--- src/efr_pkg.sv ---
// Shared types and constants for the escaped frame responder.
package efr_pkg;

   localparam int MAX_STORED = 60;
   localparam int CMD_DEPTH  = 2;
   localparam int CMD_PTR_W  = (CMD_DEPTH > 1) ? $clog2(CMD_DEPTH) : 1;
   localparam int CMD_CNT_W  = $clog2(CMD_DEPTH + 1);
   localparam int CSR_IDX_W  = 4;

   localparam logic [7:0] BYTE_STX = 8'h02;
   localparam logic [7:0] BYTE_ETX = 8'h03;
   localparam logic [7:0] BYTE_ESC = 8'h08;
   localparam logic [7:0] ESC_OFFSET = 8'h09;

   localparam logic [CSR_IDX_W-1:0] CSR_OWN_ID        = CSR_IDX_W'(0);
   localparam logic [CSR_IDX_W-1:0] CSR_RESPONSE_MODE = CSR_IDX_W'(1);

   localparam logic [1:0] MODE_ACK = 2'd0;
   localparam logic [1:0] MODE_NAK = 2'd1;

   localparam logic [1:0] KIND_NONE   = 2'd0;
   localparam logic [1:0] KIND_ACK    = 2'd1;
   localparam logic [1:0] KIND_NAK    = 2'd2;
   localparam logic [1:0] KIND_STATUS = 2'd3;

   typedef struct packed {
      logic [7:0] sender;
      logic [7:0] own;
      logic [1:0] kind;
   } cmd_type;

endpackage

--- src/escaped_frame_responder_core.sv ---
// Top level of the escaped frame responder: registers, parser, command queue, serialiser.
//
//   channel   direction  handshake                 payload
//   req       in         push / full               req_rx_byte[7:0]
//   rsp       out        empty / pop               rsp_tx_byte[7:0], rsp_last_of_frame
//   csr       in         csr_valid / csr_ready     csr_index[3:0], csr_data[7:0]
//
// A byte is taken per cycle unless full; the parser judges a frame in the cycle its ETX arrives.
// Each reply is 21 or 22 beats, one per cycle from the step counter while pop keeps up.
// Up to two replies wait in the command queue; full rises only while it holds both.
// Reset is synchronous: registers return to own_id 137, response_mode 0, store empty.
// A stalled pop holds the output beat in its register; the parser runs on regardless.
module escaped_frame_responder_core
   import efr_pkg::*;
(
   input  logic                 clock,
   input  logic                 reset,
   input  logic                 push,
   output logic                 full,
   input  logic [7:0]           req_rx_byte,
   output logic                 empty,
   input  logic                 pop,
   output logic [7:0]           rsp_tx_byte,
   output logic                 rsp_last_of_frame,
   input  logic                 csr_valid,
   output logic                 csr_ready,
   input  logic [CSR_IDX_W-1:0] csr_index,
   input  logic [7:0]           csr_data
);

   logic [7:0] own_id_ff, own_id_in;
   logic [1:0] mode_ff, mode_in;
   logic       accept, cmd_valid, q_empty, q_full, q_pop;
   cmd_type    cmd, head;

   assign csr_ready = 1'b1;
   assign accept    = push && !q_full;
   assign full      = q_full;

   always_comb begin
      own_id_in = own_id_ff;
      mode_in   = mode_ff;
      if (csr_valid && csr_ready) begin
         unique case (csr_index)
            CSR_OWN_ID:        own_id_in = csr_data;
            CSR_RESPONSE_MODE: mode_in   = csr_data[1:0];
            default: ;
         endcase
      end
   end

   always_ff @(posedge clock) begin
      if (reset) begin
         own_id_ff <= 8'd137;
         mode_ff   <= MODE_ACK;
      end else begin
         own_id_ff <= own_id_in;
         mode_ff   <= mode_in;
      end
   end

   efr_front u_front (
      .clock         (clock),
      .reset         (reset),
      .accept        (accept),
      .rx_byte       (req_rx_byte),
      .own_id        (own_id_ff),
      .response_mode (mode_ff),
      .cmd_valid     (cmd_valid),
      .cmd           (cmd)
   );

   efr_queue u_queue (
      .clock   (clock),
      .reset   (reset),
      .wr_en   (cmd_valid),
      .wr_data (cmd),
      .rd_en   (q_pop),
      .rd_data (head),
      .q_empty (q_empty),
      .q_full  (q_full)
   );

   efr_back u_back (
      .clock         (clock),
      .reset         (reset),
      .q_empty       (q_empty),
      .head          (head),
      .q_pop         (q_pop),
      .pop           (pop),
      .empty         (empty),
      .tx_byte       (rsp_tx_byte),
      .last_of_frame (rsp_last_of_frame)
   );

endmodule

--- src/efr_front.sv ---
// Receive parser: unescapes bytes, keeps header and checksum state, judges frames at ETX.
module efr_front
   import efr_pkg::*;
(
   input  logic       clock,
   input  logic       reset,
   input  logic       accept,
   input  logic [7:0] rx_byte,
   input  logic [7:0] own_id,
   input  logic [1:0] response_mode,
   output logic       cmd_valid,
   output cmd_type    cmd
);

   logic        esc_ff, esc_in;
   logic [5:0]  count_ff, count_in;
   logic [7:0]  addr_ff, addr_in;
   logic [7:0]  sender_ff, sender_in;
   logic [7:0]  code_ff, code_in;
   logic [7:0]  len_ff, len_in;
   logic [7:0]  req_ff, req_in;
   logic [15:0] sum_ff, sum_in;
   logic [7:0]  d0_ff, d0_in;
   logic [7:0]  d1_ff, d1_in;

   logic        clr, is_stx, is_etx, is_esc;
   logic [5:0]  count_e, pos, len_now;
   logic [15:0] sum_e, sum_base;
   logic [7:0]  d0_e, d1_e, d0_base, d1_base, stored_b;
   logic        frame_ok;
   logic [1:0]  kind;

   always_comb begin
      clr     = (count_ff >= 6'(MAX_STORED));
      count_e = clr ? 6'd0 : count_ff;
      sum_e   = clr ? 16'd0 : sum_ff;
      d0_e    = clr ? 8'd0 : d0_ff;
      d1_e    = clr ? 8'd0 : d1_ff;

      is_stx = (rx_byte == BYTE_STX);
      is_etx = (rx_byte == BYTE_ETX);
      is_esc = (rx_byte == BYTE_ESC);

      stored_b = (esc_ff && !is_stx && !is_etx) ? rx_byte - ESC_OFFSET : rx_byte;

      // STX restarts the store from position zero
      pos      = is_stx ? 6'd0 : count_e;
      sum_base = is_stx ? 16'd0 : sum_e;
      d0_base  = is_stx ? 8'd0 : d0_e;
      d1_base  = is_stx ? 8'd0 : d1_e;

      addr_in   = addr_ff;
      sender_in = sender_ff;
      code_in   = code_ff;
      len_in    = len_ff;
      req_in    = req_ff;
      esc_in    = esc_ff;
      count_in  = count_ff;
      sum_in    = sum_ff;
      d0_in     = d0_ff;
      d1_in     = d1_ff;

      len_now = pos + 6'd1;

      if (accept) begin
         esc_in = is_esc;
         if (is_esc) begin
            // escape marker is not stored, but the store-full clear still applies
            count_in = count_e;
            sum_in   = sum_e;
            d0_in    = d0_e;
            d1_in    = d1_e;
         end else begin
            unique case (pos)
               6'd1:    addr_in   = stored_b;
               6'd2:    sender_in = stored_b;
               6'd3:    code_in   = stored_b;
               6'd4:    len_in    = stored_b;
               6'd6:    req_in    = stored_b;
               default: ;
            endcase
            count_in = len_now;
            sum_in   = (pos >= 6'd4) ? sum_base + {8'd0, d1_base} : sum_base;
            d1_in    = d0_base;
            d0_in    = stored_b;
         end
      end

      // received checksum sits in the two delayed bytes, high byte newest
      frame_ok = (len_now >= 6'd8) && (addr_in == own_id)
               && (len_in == ({2'b00, len_now} - 8'd8))
               && (sum_base == {d0_base, d1_base});

      kind = KIND_NONE;
      if (code_in == 8'h0A) begin
         if (req_in == 8'h81) kind = KIND_STATUS;
      end else if (response_mode == MODE_ACK) begin
         kind = KIND_ACK;
      end else if (response_mode == MODE_NAK) begin
         kind = KIND_NAK;
      end

      cmd_valid  = accept && is_etx && frame_ok && (kind != KIND_NONE);
      cmd.sender = sender_in;
      cmd.own    = own_id;
      cmd.kind   = kind;
   end

   always_ff @(posedge clock) begin
      if (reset) begin
         esc_ff    <= 1'b0;
         count_ff  <= 6'd0;
         addr_ff   <= 8'd0;
         sender_ff <= 8'd0;
         code_ff   <= 8'd0;
         len_ff    <= 8'd0;
         req_ff    <= 8'd0;
         sum_ff    <= 16'd0;
         d0_ff     <= 8'd0;
         d1_ff     <= 8'd0;
      end else begin
         esc_ff    <= esc_in;
         count_ff  <= count_in;
         addr_ff   <= addr_in;
         sender_ff <= sender_in;
         code_ff   <= code_in;
         len_ff    <= len_in;
         req_ff    <= req_in;
         sum_ff    <= sum_in;
         d0_ff     <= d0_in;
         d1_ff     <= d1_in;
      end
   end

endmodule

--- src/efr_queue.sv ---
// Short queue of pending reply commands between parser and serialiser.
module efr_queue
   import efr_pkg::*;
(
   input  logic    clock,
   input  logic    reset,
   input  logic    wr_en,
   input  cmd_type wr_data,
   input  logic    rd_en,
   output cmd_type rd_data,
   output logic    q_empty,
   output logic    q_full
);

   cmd_type                entry_ff [CMD_DEPTH];
   logic [CMD_PTR_W-1:0]   wr_ptr_ff, wr_ptr_in;
   logic [CMD_PTR_W-1:0]   rd_ptr_ff, rd_ptr_in;
   logic [CMD_CNT_W-1:0]   cnt_ff, cnt_in;
   logic                   do_wr, do_rd;

   localparam logic [CMD_PTR_W-1:0] PTR_LAST = CMD_PTR_W'(CMD_DEPTH - 1);

   always_comb begin
      q_empty = (cnt_ff == '0);
      q_full  = (cnt_ff == CMD_CNT_W'(CMD_DEPTH));
      do_wr   = wr_en && !q_full;
      do_rd   = rd_en && !q_empty;
      rd_data = entry_ff[rd_ptr_ff];

      wr_ptr_in = wr_ptr_ff;
      rd_ptr_in = rd_ptr_ff;
      if (do_wr) wr_ptr_in = (wr_ptr_ff == PTR_LAST) ? '0 : wr_ptr_ff + 1'b1;
      if (do_rd) rd_ptr_in = (rd_ptr_ff == PTR_LAST) ? '0 : rd_ptr_ff + 1'b1;

      cnt_in = cnt_ff;
      if (do_wr && !do_rd) cnt_in = cnt_ff + 1'b1;
      else if (do_rd && !do_wr) cnt_in = cnt_ff - 1'b1;
   end

   always_ff @(posedge clock) begin
      if (do_wr) entry_ff[wr_ptr_ff] <= wr_data;
   end

   always_ff @(posedge clock) begin
      if (reset) begin
         wr_ptr_ff <= '0;
         rd_ptr_ff <= '0;
         cnt_ff    <= '0;
      end else begin
         wr_ptr_ff <= wr_ptr_in;
         rd_ptr_ff <= rd_ptr_in;
         cnt_ff    <= cnt_in;
      end
   end

endmodule

--- src/efr_back.sv ---
// Reply serialiser: walks the reply frame byte by byte into a one-beat output register.
module efr_back
   import efr_pkg::*;
(
   input  logic       clock,
   input  logic       reset,
   input  logic       q_empty,
   input  cmd_type    head,
   output logic       q_pop,
   input  logic       pop,
   output logic       empty,
   output logic [7:0] tx_byte,
   output logic       last_of_frame
);

   localparam logic [4:0] STEP_SUM_LO  = 5'd14;
   localparam logic [4:0] STEP_SUM_ESC = 5'd15;
   localparam logic [4:0] STEP_LAST    = 5'd21;

   logic [4:0] step_ff, step_in;
   logic       out_valid_ff, out_valid_in;
   logic [7:0] out_byte_ff, out_byte_in;
   logic       out_last_ff, out_last_in;

   logic       advance, sum_esc;
   logic [7:0] code, sum, cur_byte;

   always_comb begin
      code    = {6'b010000, head.kind};
      sum     = head.own + 8'h0A + 8'h04 + 8'hA1 + code;
      sum_esc = (sum <= 8'h08);

      case (step_ff)
         5'd0, 5'd1, 5'd19: cur_byte = 8'hAA;
         5'd2:              cur_byte = 8'h02;
         5'd3:              cur_byte = head.sender;
         5'd4:              cur_byte = head.own;
         5'd5:              cur_byte = 8'h0A;
         5'd6, 5'd10, 5'd12, 5'd16: cur_byte = 8'h08;
         5'd7:              cur_byte = 8'h0D;
         5'd8:              cur_byte = 8'hA1;
         5'd9:              cur_byte = code;
         5'd11, 5'd13, 5'd17: cur_byte = 8'h09;
         5'd14:             cur_byte = sum_esc ? 8'h08 : sum;
         5'd15:             cur_byte = sum + 8'h09;
         5'd18:             cur_byte = 8'h03;
         5'd20:             cur_byte = 8'h55;
         default:           cur_byte = 8'h00;
      endcase

      advance = !q_empty && (!out_valid_ff || pop);
      q_pop   = advance && (step_ff == STEP_LAST);

      step_in = step_ff;
      if (advance) begin
         if (step_ff == STEP_LAST) step_in = 5'd0;
         else if (step_ff == STEP_SUM_LO && !sum_esc) step_in = STEP_SUM_ESC + 5'd1;
         else step_in = step_ff + 5'd1;
      end

      out_valid_in = out_valid_ff;
      out_byte_in  = out_byte_ff;
      out_last_in  = out_last_ff;
      if (advance) begin
         out_valid_in = 1'b1;
         out_byte_in  = cur_byte;
         out_last_in  = (step_ff == STEP_LAST);
      end else if (pop) begin
         out_valid_in = 1'b0;
      end

      empty         = !out_valid_ff;
      tx_byte       = out_byte_ff;
      last_of_frame = out_last_ff;
   end

   always_ff @(posedge clock) begin
      out_byte_ff <= out_byte_in;
      out_last_ff <= out_last_in;
      if (reset) begin
         step_ff      <= 5'd0;
         out_valid_ff <= 1'b0;
      end else begin
         step_ff      <= step_in;
         out_valid_ff <= out_valid_in;
      end
   end

endmodule

--- config.mk ---
export PLATFORM = sky130hd
export DESIGN_NAME = escaped_frame_responder_core
export DESIGN_NICKNAME = d
export VERILOG_FILES = /design/src/efr_pkg.sv /design/src/escaped_frame_responder_core.sv /design/src/efr_front.sv /design/src/efr_queue.sv /design/src/efr_back.sv
export SDC_FILE = /design/constraint.sdc
export NUM_CORES = 1
export LEC_CHECK = 0
export ABC_AREA = 1
export BUFFER_PORTS_ARGS = -buffer_cell sky130_fd_sc_hd__buf_2
export CORE_UTILIZATION = 55
export DETAILED_ROUTE_END_ITERATION = 7
export HOLD_SLACK_MARGIN = 0.03
export PLACE_DENSITY = 0.72
export REMOVE_ABC_BUFFERS = 1
export SLEW_MARGIN = 20
export SYNTH_ARGS = -nofsm -noshare
export SYNTH_HDL_FRONTEND = slang
export SYNTH_HIERARCHICAL = 1
export SYNTH_SLANG_ARGS = --single-unit
--- constraint.sdc ---
create_clock -name clock -period 4.9 [get_ports clock]
set_clock_uncertainty 0.15 [all_clocks]
set_input_delay 0.245 -clock clock [delete_from_list [all_inputs] [get_ports clock]]
set_output_delay 0.245 -clock clock [all_outputs]
set_load 0.01 [all_outputs]
# Word level (Yosys, flattened, before mapping)
# Memories as Yosys holds them, arrays and structs flattened. A register that Yosys moved wholly into a read port is not among the register bits.
# Cells that the tools add are included.
# classes
eq_ne,37
order_cmp,4
reduce_logical,37
mux,47
n_addsub,14
# ops
cell,count
$mux W8,23
$pmux W8 S14,1
$mux W16,4
$eq A5 B4 Y1 const B,8
$eq A5 B5 Y1 const B,6
$eq A5 B3 Y1 const B,4
$mux W6,3
$add A16 B8 Y16,1
$add A8 B4 Y8 const B,2
$eq A16 B16 Y1,1
$eq A8 B2 Y1 const B,2
$eq A8 B4 Y1 const B,2
$eq A8 B8 Y1,2
$logic_and A1 B1 Y1,16
$eq A6 B2 Y1 const B,2
$eq A6 B3 Y1 const B,2
$mux W2,6
$eq A5 B2 Y1 const B,2
$mux W5,2
$add A8 B3 Y8 const B,1
$add A8 B7 Y8,1
$add A8 B8 Y8 const B,1
$eq A8 B8 Y1 const B,1
$le A8 B4 Y1 const B,1
other kinds (25),45
# word_totals
ram_bits,36
output_inout_bits,12
reg_bits,108
memories,1
# mem_list
memory,depth,width,rd,rd_ports_with_merged_regs,wr,line_no,text
u_queue.entry_ff,2,18,1,1,1,efr_queue.sv:15,cmd_type entry_ff [CMD_DEPTH];

# Longest topological paths before layout
# logic_depth
word_depth,19
mapped_depth,35

# Hierarchy
# The synthesis kept the hierarchy.
# by_module_without_submodules
mod,instances,cells_each,area_per_inst_um2
efr_front,1,896,5416.4
efr_queue,1,93,1605.3
efr_back,1,232,1569.0
escaped_frame_responder_core,1,79,521.8

# Worst setup path after synthesis
# No wires, ideal clock.
# synth_path
path_kind,input to register
from,input req_rx_byte[0]
to,memory u_queue/entry_ff[1][0] in the netlist's numbering (enable)
t_arrival_ns,3.704
required_ns,4.357
stages,28
n_path_buf,3
setup_slack_ns,0.653
path_cell_list,inv_1 -> ha_1 -> inv_1 -> nor2_1 -> nand2_2 -> buf_6 -> buf_2 -> buf_1 -> nand3_1 -> inv_1 -> ha_1 -> nor2_1 -> nand2_1 -> nor2_1 -> nand2_1 -> nor2_1 -> nand2_1 -> nor2_1 -> nand3_1 -> nor2_1 -> nand3_1 -> nor2_1 -> nand2_1 -> nor2_1 -> nand3_1 -> nor2_1 -> o21ai_2 -> nor2_1
# synth_via
elab_chain_cells,17
elab_cells_between_ends,49
classes_between,add/sub (3); order compare (1); eq/ne (12); mux (21); reduce/logical (12)
# synth_lines
item,line_no,text
from (decl),escaped_frame_responder_core.sv:20,"input logic [7:0] req_rx_byte,"
branches (longest 13 deep; another with $sub A6 B4 Y7),-,
$logic_and A1 B1 Y1 (*),efr_front.sv:103,cmd_valid = accept && is_etx && frame_ok && (kind != KIND_NONE);
net cmd_valid,escaped_frame_responder_core.sv:33,"logic accept, cmd_valid, q_empty, q_full, q_pop;"
$logic_and A1 B1 Y1 (*),efr_queue.sv:26,do_wr = wr_en && !q_full;
$mux W1 (*),efr_queue.sv:41,if (do_wr) entry_ff[wr_ptr_ff] <= wr_data;
$mux W1 (not written as such) (*),efr_queue.sv:41,
to (decl),efr_queue.sv:15,
# Mark *: on every way through the listed nets, which the timed path passes.

==> impl_metrics.env <==
export IMPL_cp_max_fo=27
export IMPL_synth_area_leaders="dfxtp_1 22%, edfxtp_1 15%, nand2_1 13%"
export IMPL_grt_ovfl_total=0
export IMPL_synth_top_area_cell="dfxtp_1"
export IMPL_nets=1386
export IMPL_crit_type="reg -> reg"
export IMPL_synth_seq_area_share_pct=36.8
export IMPL_grt_max_degree=49
export IMPL_slowest_delay_ps=500
export IMPL_clkSinkCount=145
export IMPL_num_vias=8170
export IMPL_htreeDepth=4
export IMPL_async_flop_share_pct=0
export IMPL_ir_worst_vdd_v=0.000276
export IMPL_setup_viol=0
export IMPL_required_ps=5120
export IMPL_cts_path_max_buffers=2
export IMPL_worst_path_max_delay_cell="nor2_4"
export IMPL_endpoint_kind="flip-flop"
export IMPL_cts_root_buf="clkbuf_16"
export IMPL_coreArea_um2=16000
export IMPL_row_count=46
export IMPL_largest_register_ffs=36
export IMPL_worstMarginPinSlew_ps=777
export IMPL_layout_min_cycle_time_ps=3920
export IMPL_syn_area_per_cell_um2=7.01
export IMPL_numPortBuffers=35
export IMPL_fmax_mhz=255
export IMPL_relSlewSlack_pct=48.2
export IMPL_worst_ep_arrival_time_ps=4140
export IMPL_ys_warn_count=6
export IMPL_fin_setup_tns_ps=0
export IMPL_reg2reg_slack_ps=980
export IMPL_synth_top_area_share_pct=22.0
export IMPL_cellLeakagePower_nw=4.60
export IMPL_seqPwrFrac_pct=46.2
export IMPL_final_max_slew_violation_count=0
export IMPL_start_util_pct=57.0
export IMPL_fillers=1500
export IMPL_die_y_um=131
export IMPL_antenna_found_initial=0
export IMPL_reg_top3="u_queue/entry_ff: 36 flops, u_front/sum_ff: 16 flops"
export IMPL_clk_insertion_delay_late_ps=430
export IMPL_clkPwrFrac_pct=45.2
export IMPL_dp_hpwl_mm=16.1
export IMPL_fin_ws_ps=980
export IMPL_synthTopCellsByCount="325 x nand2_1, 179 x inv_1, 170 x nor2_1, 107 x nand3_1, 100 x dfxtp_1"
export IMPL_synth_cell_types=53
export IMPL_synth_edff_count=45
export IMPL_clkTransAtPathRegs_ps=60
export IMPL_synth_flop_cell="dfxtp_1"
export IMPL_critPathBufInv=6
export IMPL_cp_start_kind="flip-flop"
export IMPL_min_path_cells=5
export IMPL_period_share_pct=80.0
export IMPL_first_iter_violations=547
export IMPL_power_switching_mw=0.687
export IMPL_die_area_um2=17100
export IMPL_hold_viol_final=0
export IMPL_p_comb_share_pct=8.6
export IMPL_wl_mm=21.8
export IMPL_drive_gt1_share_pct=12.4
export IMPL_drcViolationCount=0
export IMPL_syn2layout_area_growth_pct=10.0
export IMPL_grt_pass1_vias=7417
export IMPL_ff2ff_path_depth=25
export IMPL_cts_tree="done"
export IMPL_netlist_area_um2=9110
export IMPL_grt_pass1_wl_mm=35.4
export IMPL_wl_per_cell_um=14.0
export IMPL_timing_rr_start="u_queue/cnt_ff[0]$_SDFFE_PP0P_"
export IMPL_power_density_nw_per_um2=274
export IMPL_holdPathEnd="own_id_ff[1]$_SDFFE_PP0P_"
export IMPL_pre_cts_slack_ps=753
export IMPL_viasPerCell=5.24
export IMPL_netlist_instances=1300
export IMPL_p_int_mw=2.06
export IMPL_die_w_um=131
export IMPL_top_register="u_queue/entry_ff"
export IMPL_critical_path_top_delay_family="simple AND/OR/NAND/NOR gates"
export IMPL_cp_common_cell="nor2_1"
export IMPL_track_usage_pct=26.8
export IMPL_regToRegEndpoint="u_queue/cnt_ff[1]$_SDFFE_PP0P_"
export IMPL_status="finished clean"
export IMPL_yosysMostFrequentCell="nand2_1"
export IMPL_gp_congestion=0.905
export IMPL_ant_nets=0
export IMPL_hold_path_class="in -> reg"
export IMPL_max_cap_violations=0
export IMPL_rsz0062_at_grt="false"
export IMPL_hold_start="csr_data[1]"
export IMPL_numCtsBuffers=17
export IMPL_drtPass1Iterations=5
export IMPL_pin_count=37
export IMPL_swShare_pct=25.0
export IMPL_diodes=0
export IMPL_ys_seq_elements=145
worst min-delay path, stage by stage:
cell and delay (ps):
buf_2 80, inv_1 50, nand4_1 90, nand2_1 40, nor2_1 70
power groups by stage:
stage / combinational [mW] / sequential [mW] / clock [mW]
floorplan: 0.150 / 1.29 / 0
global placement: 0.224 / 1.29 / 0
detailed placement: 0.227 / 1.29 / 0
CTS: 0.233 / 1.27 / 1.26
global route: 0.263 / 1.27 / 1.31
finish: 0.235 / 1.27 / 1.24
cell type report:
type	instances	area (um2)	area share [%]
multi-input cells	917	4760	47.5
flip-flops and latches	145	3350	33.4
inverters	192	721	7.19
clock buffers	19	454	4.53
repair buffers	56	353	3.52
well taps	216	270	2.70
clock inverters	13	111	1.11
through the flow:
stage / power, mW / std cells / util (%) / cell area (um2) / hold slack, ps
after floorplan: 1.44 / 1254 / - / 8840 / 164
after global placement: 1.52 / 1518 / 58.6 / 9380 / 299
after detailed placement: 1.52 / 1518 / 58.6 / 9380 / 304
after CTS: 2.76 / 1558 / 62.7 / 10000 / 31.7
after global routing: 2.84 / 1558 / 62.7 / 10000 / 53.6
final: 2.74 / 1558 / 62.7 / 10000 / 37.8
layout by cell type, fill, tap and decap left out, types with 17 or more instances in the layout:
cell / n
a21oi_1: 56
buf_2: 35
clkbuf_16: 18
dfxtp_1: 100
edfxtp_1: 45
ha_1: 30
inv_1: 179
nand2_1: 325
nand2_2: 19
nand3_1: 107
nand4_1: 17
nor2_1: 170
o21ai_0: 50
how the worst max path moves through the flow:
stage | start | end | slack, ps | depth (start not counted)
final | u_queue/cnt_ff[0]$_SDFFE_PP0P_ | u_queue/cnt_ff[1]$_SDFFE_PP0P_ | 980 | 25
after floorplan | u_queue/cnt_ff[0]$_SDFFE_PP0P_ | u_queue/entry_ff[1][0]$_DFFE_PP_ | 450 | 18
after global routing | u_queue/cnt_ff[0]$_SDFFE_PP0P_ | u_queue/cnt_ff[1]$_SDFFE_PP0P_ | 600 | 25
after CTS | u_queue/cnt_ff[0]$_SDFFE_PP0P_ | u_queue/cnt_ff[1]$_SDFFE_PP0P_ | 990 | 25
after detailed placement | req_rx_byte[0] | u_queue/entry_ff[0][12]$_DFFE_PP_ | 750 | 22
after global placement | req_rx_byte[0] | u_queue/entry_ff[0][12]$_DFFE_PP_ | 830 | 22
layer usage:
metal  share of wire [%]  up-vias  routed length (um)  track usage, %
met4                 1.8        0                 386            10.2
met5                   0        -                   0               0
met2                  47      203               10300            44.3
met3                 5.1       34                1120            4.97
li1                    -     4208                   -               -
met1                  46     3725               10000            34.8
kinds of logic (layout without fill, tap and decap cells):
| kind of cell | after synthesis | in the layout | synth area share [%] |
|---|---|---|---|
| AND/OR/NAND/NOR | 692 | 692 | 33.5 |
| buffers and inverters | 238 | 280 | 10.9 |
| XOR/XNOR | 19 | 19 | 1.91 |
| multiplexers | 18 | 18 | 2.64 |
| flip-flops | 145 | 145 | 36.8 |
| adder cells (fa/ha/maj) | 32 | 32 | 4.56 |
| AO/OA/AOI/OAI | 155 | 155 | 9.63 |
| other | 1 | 1 | 0.0412 |
timing repair:
action / in CTS / in global routing
gates resized for setup: 0 / 0
endpoints found under the setup margin: 0 / 0
buffers inserted: 0 / 0
endpoints found under the hold margin: 8 / 0
hold buffers: 8 / 0
Power figures use the tool's default switching activity.
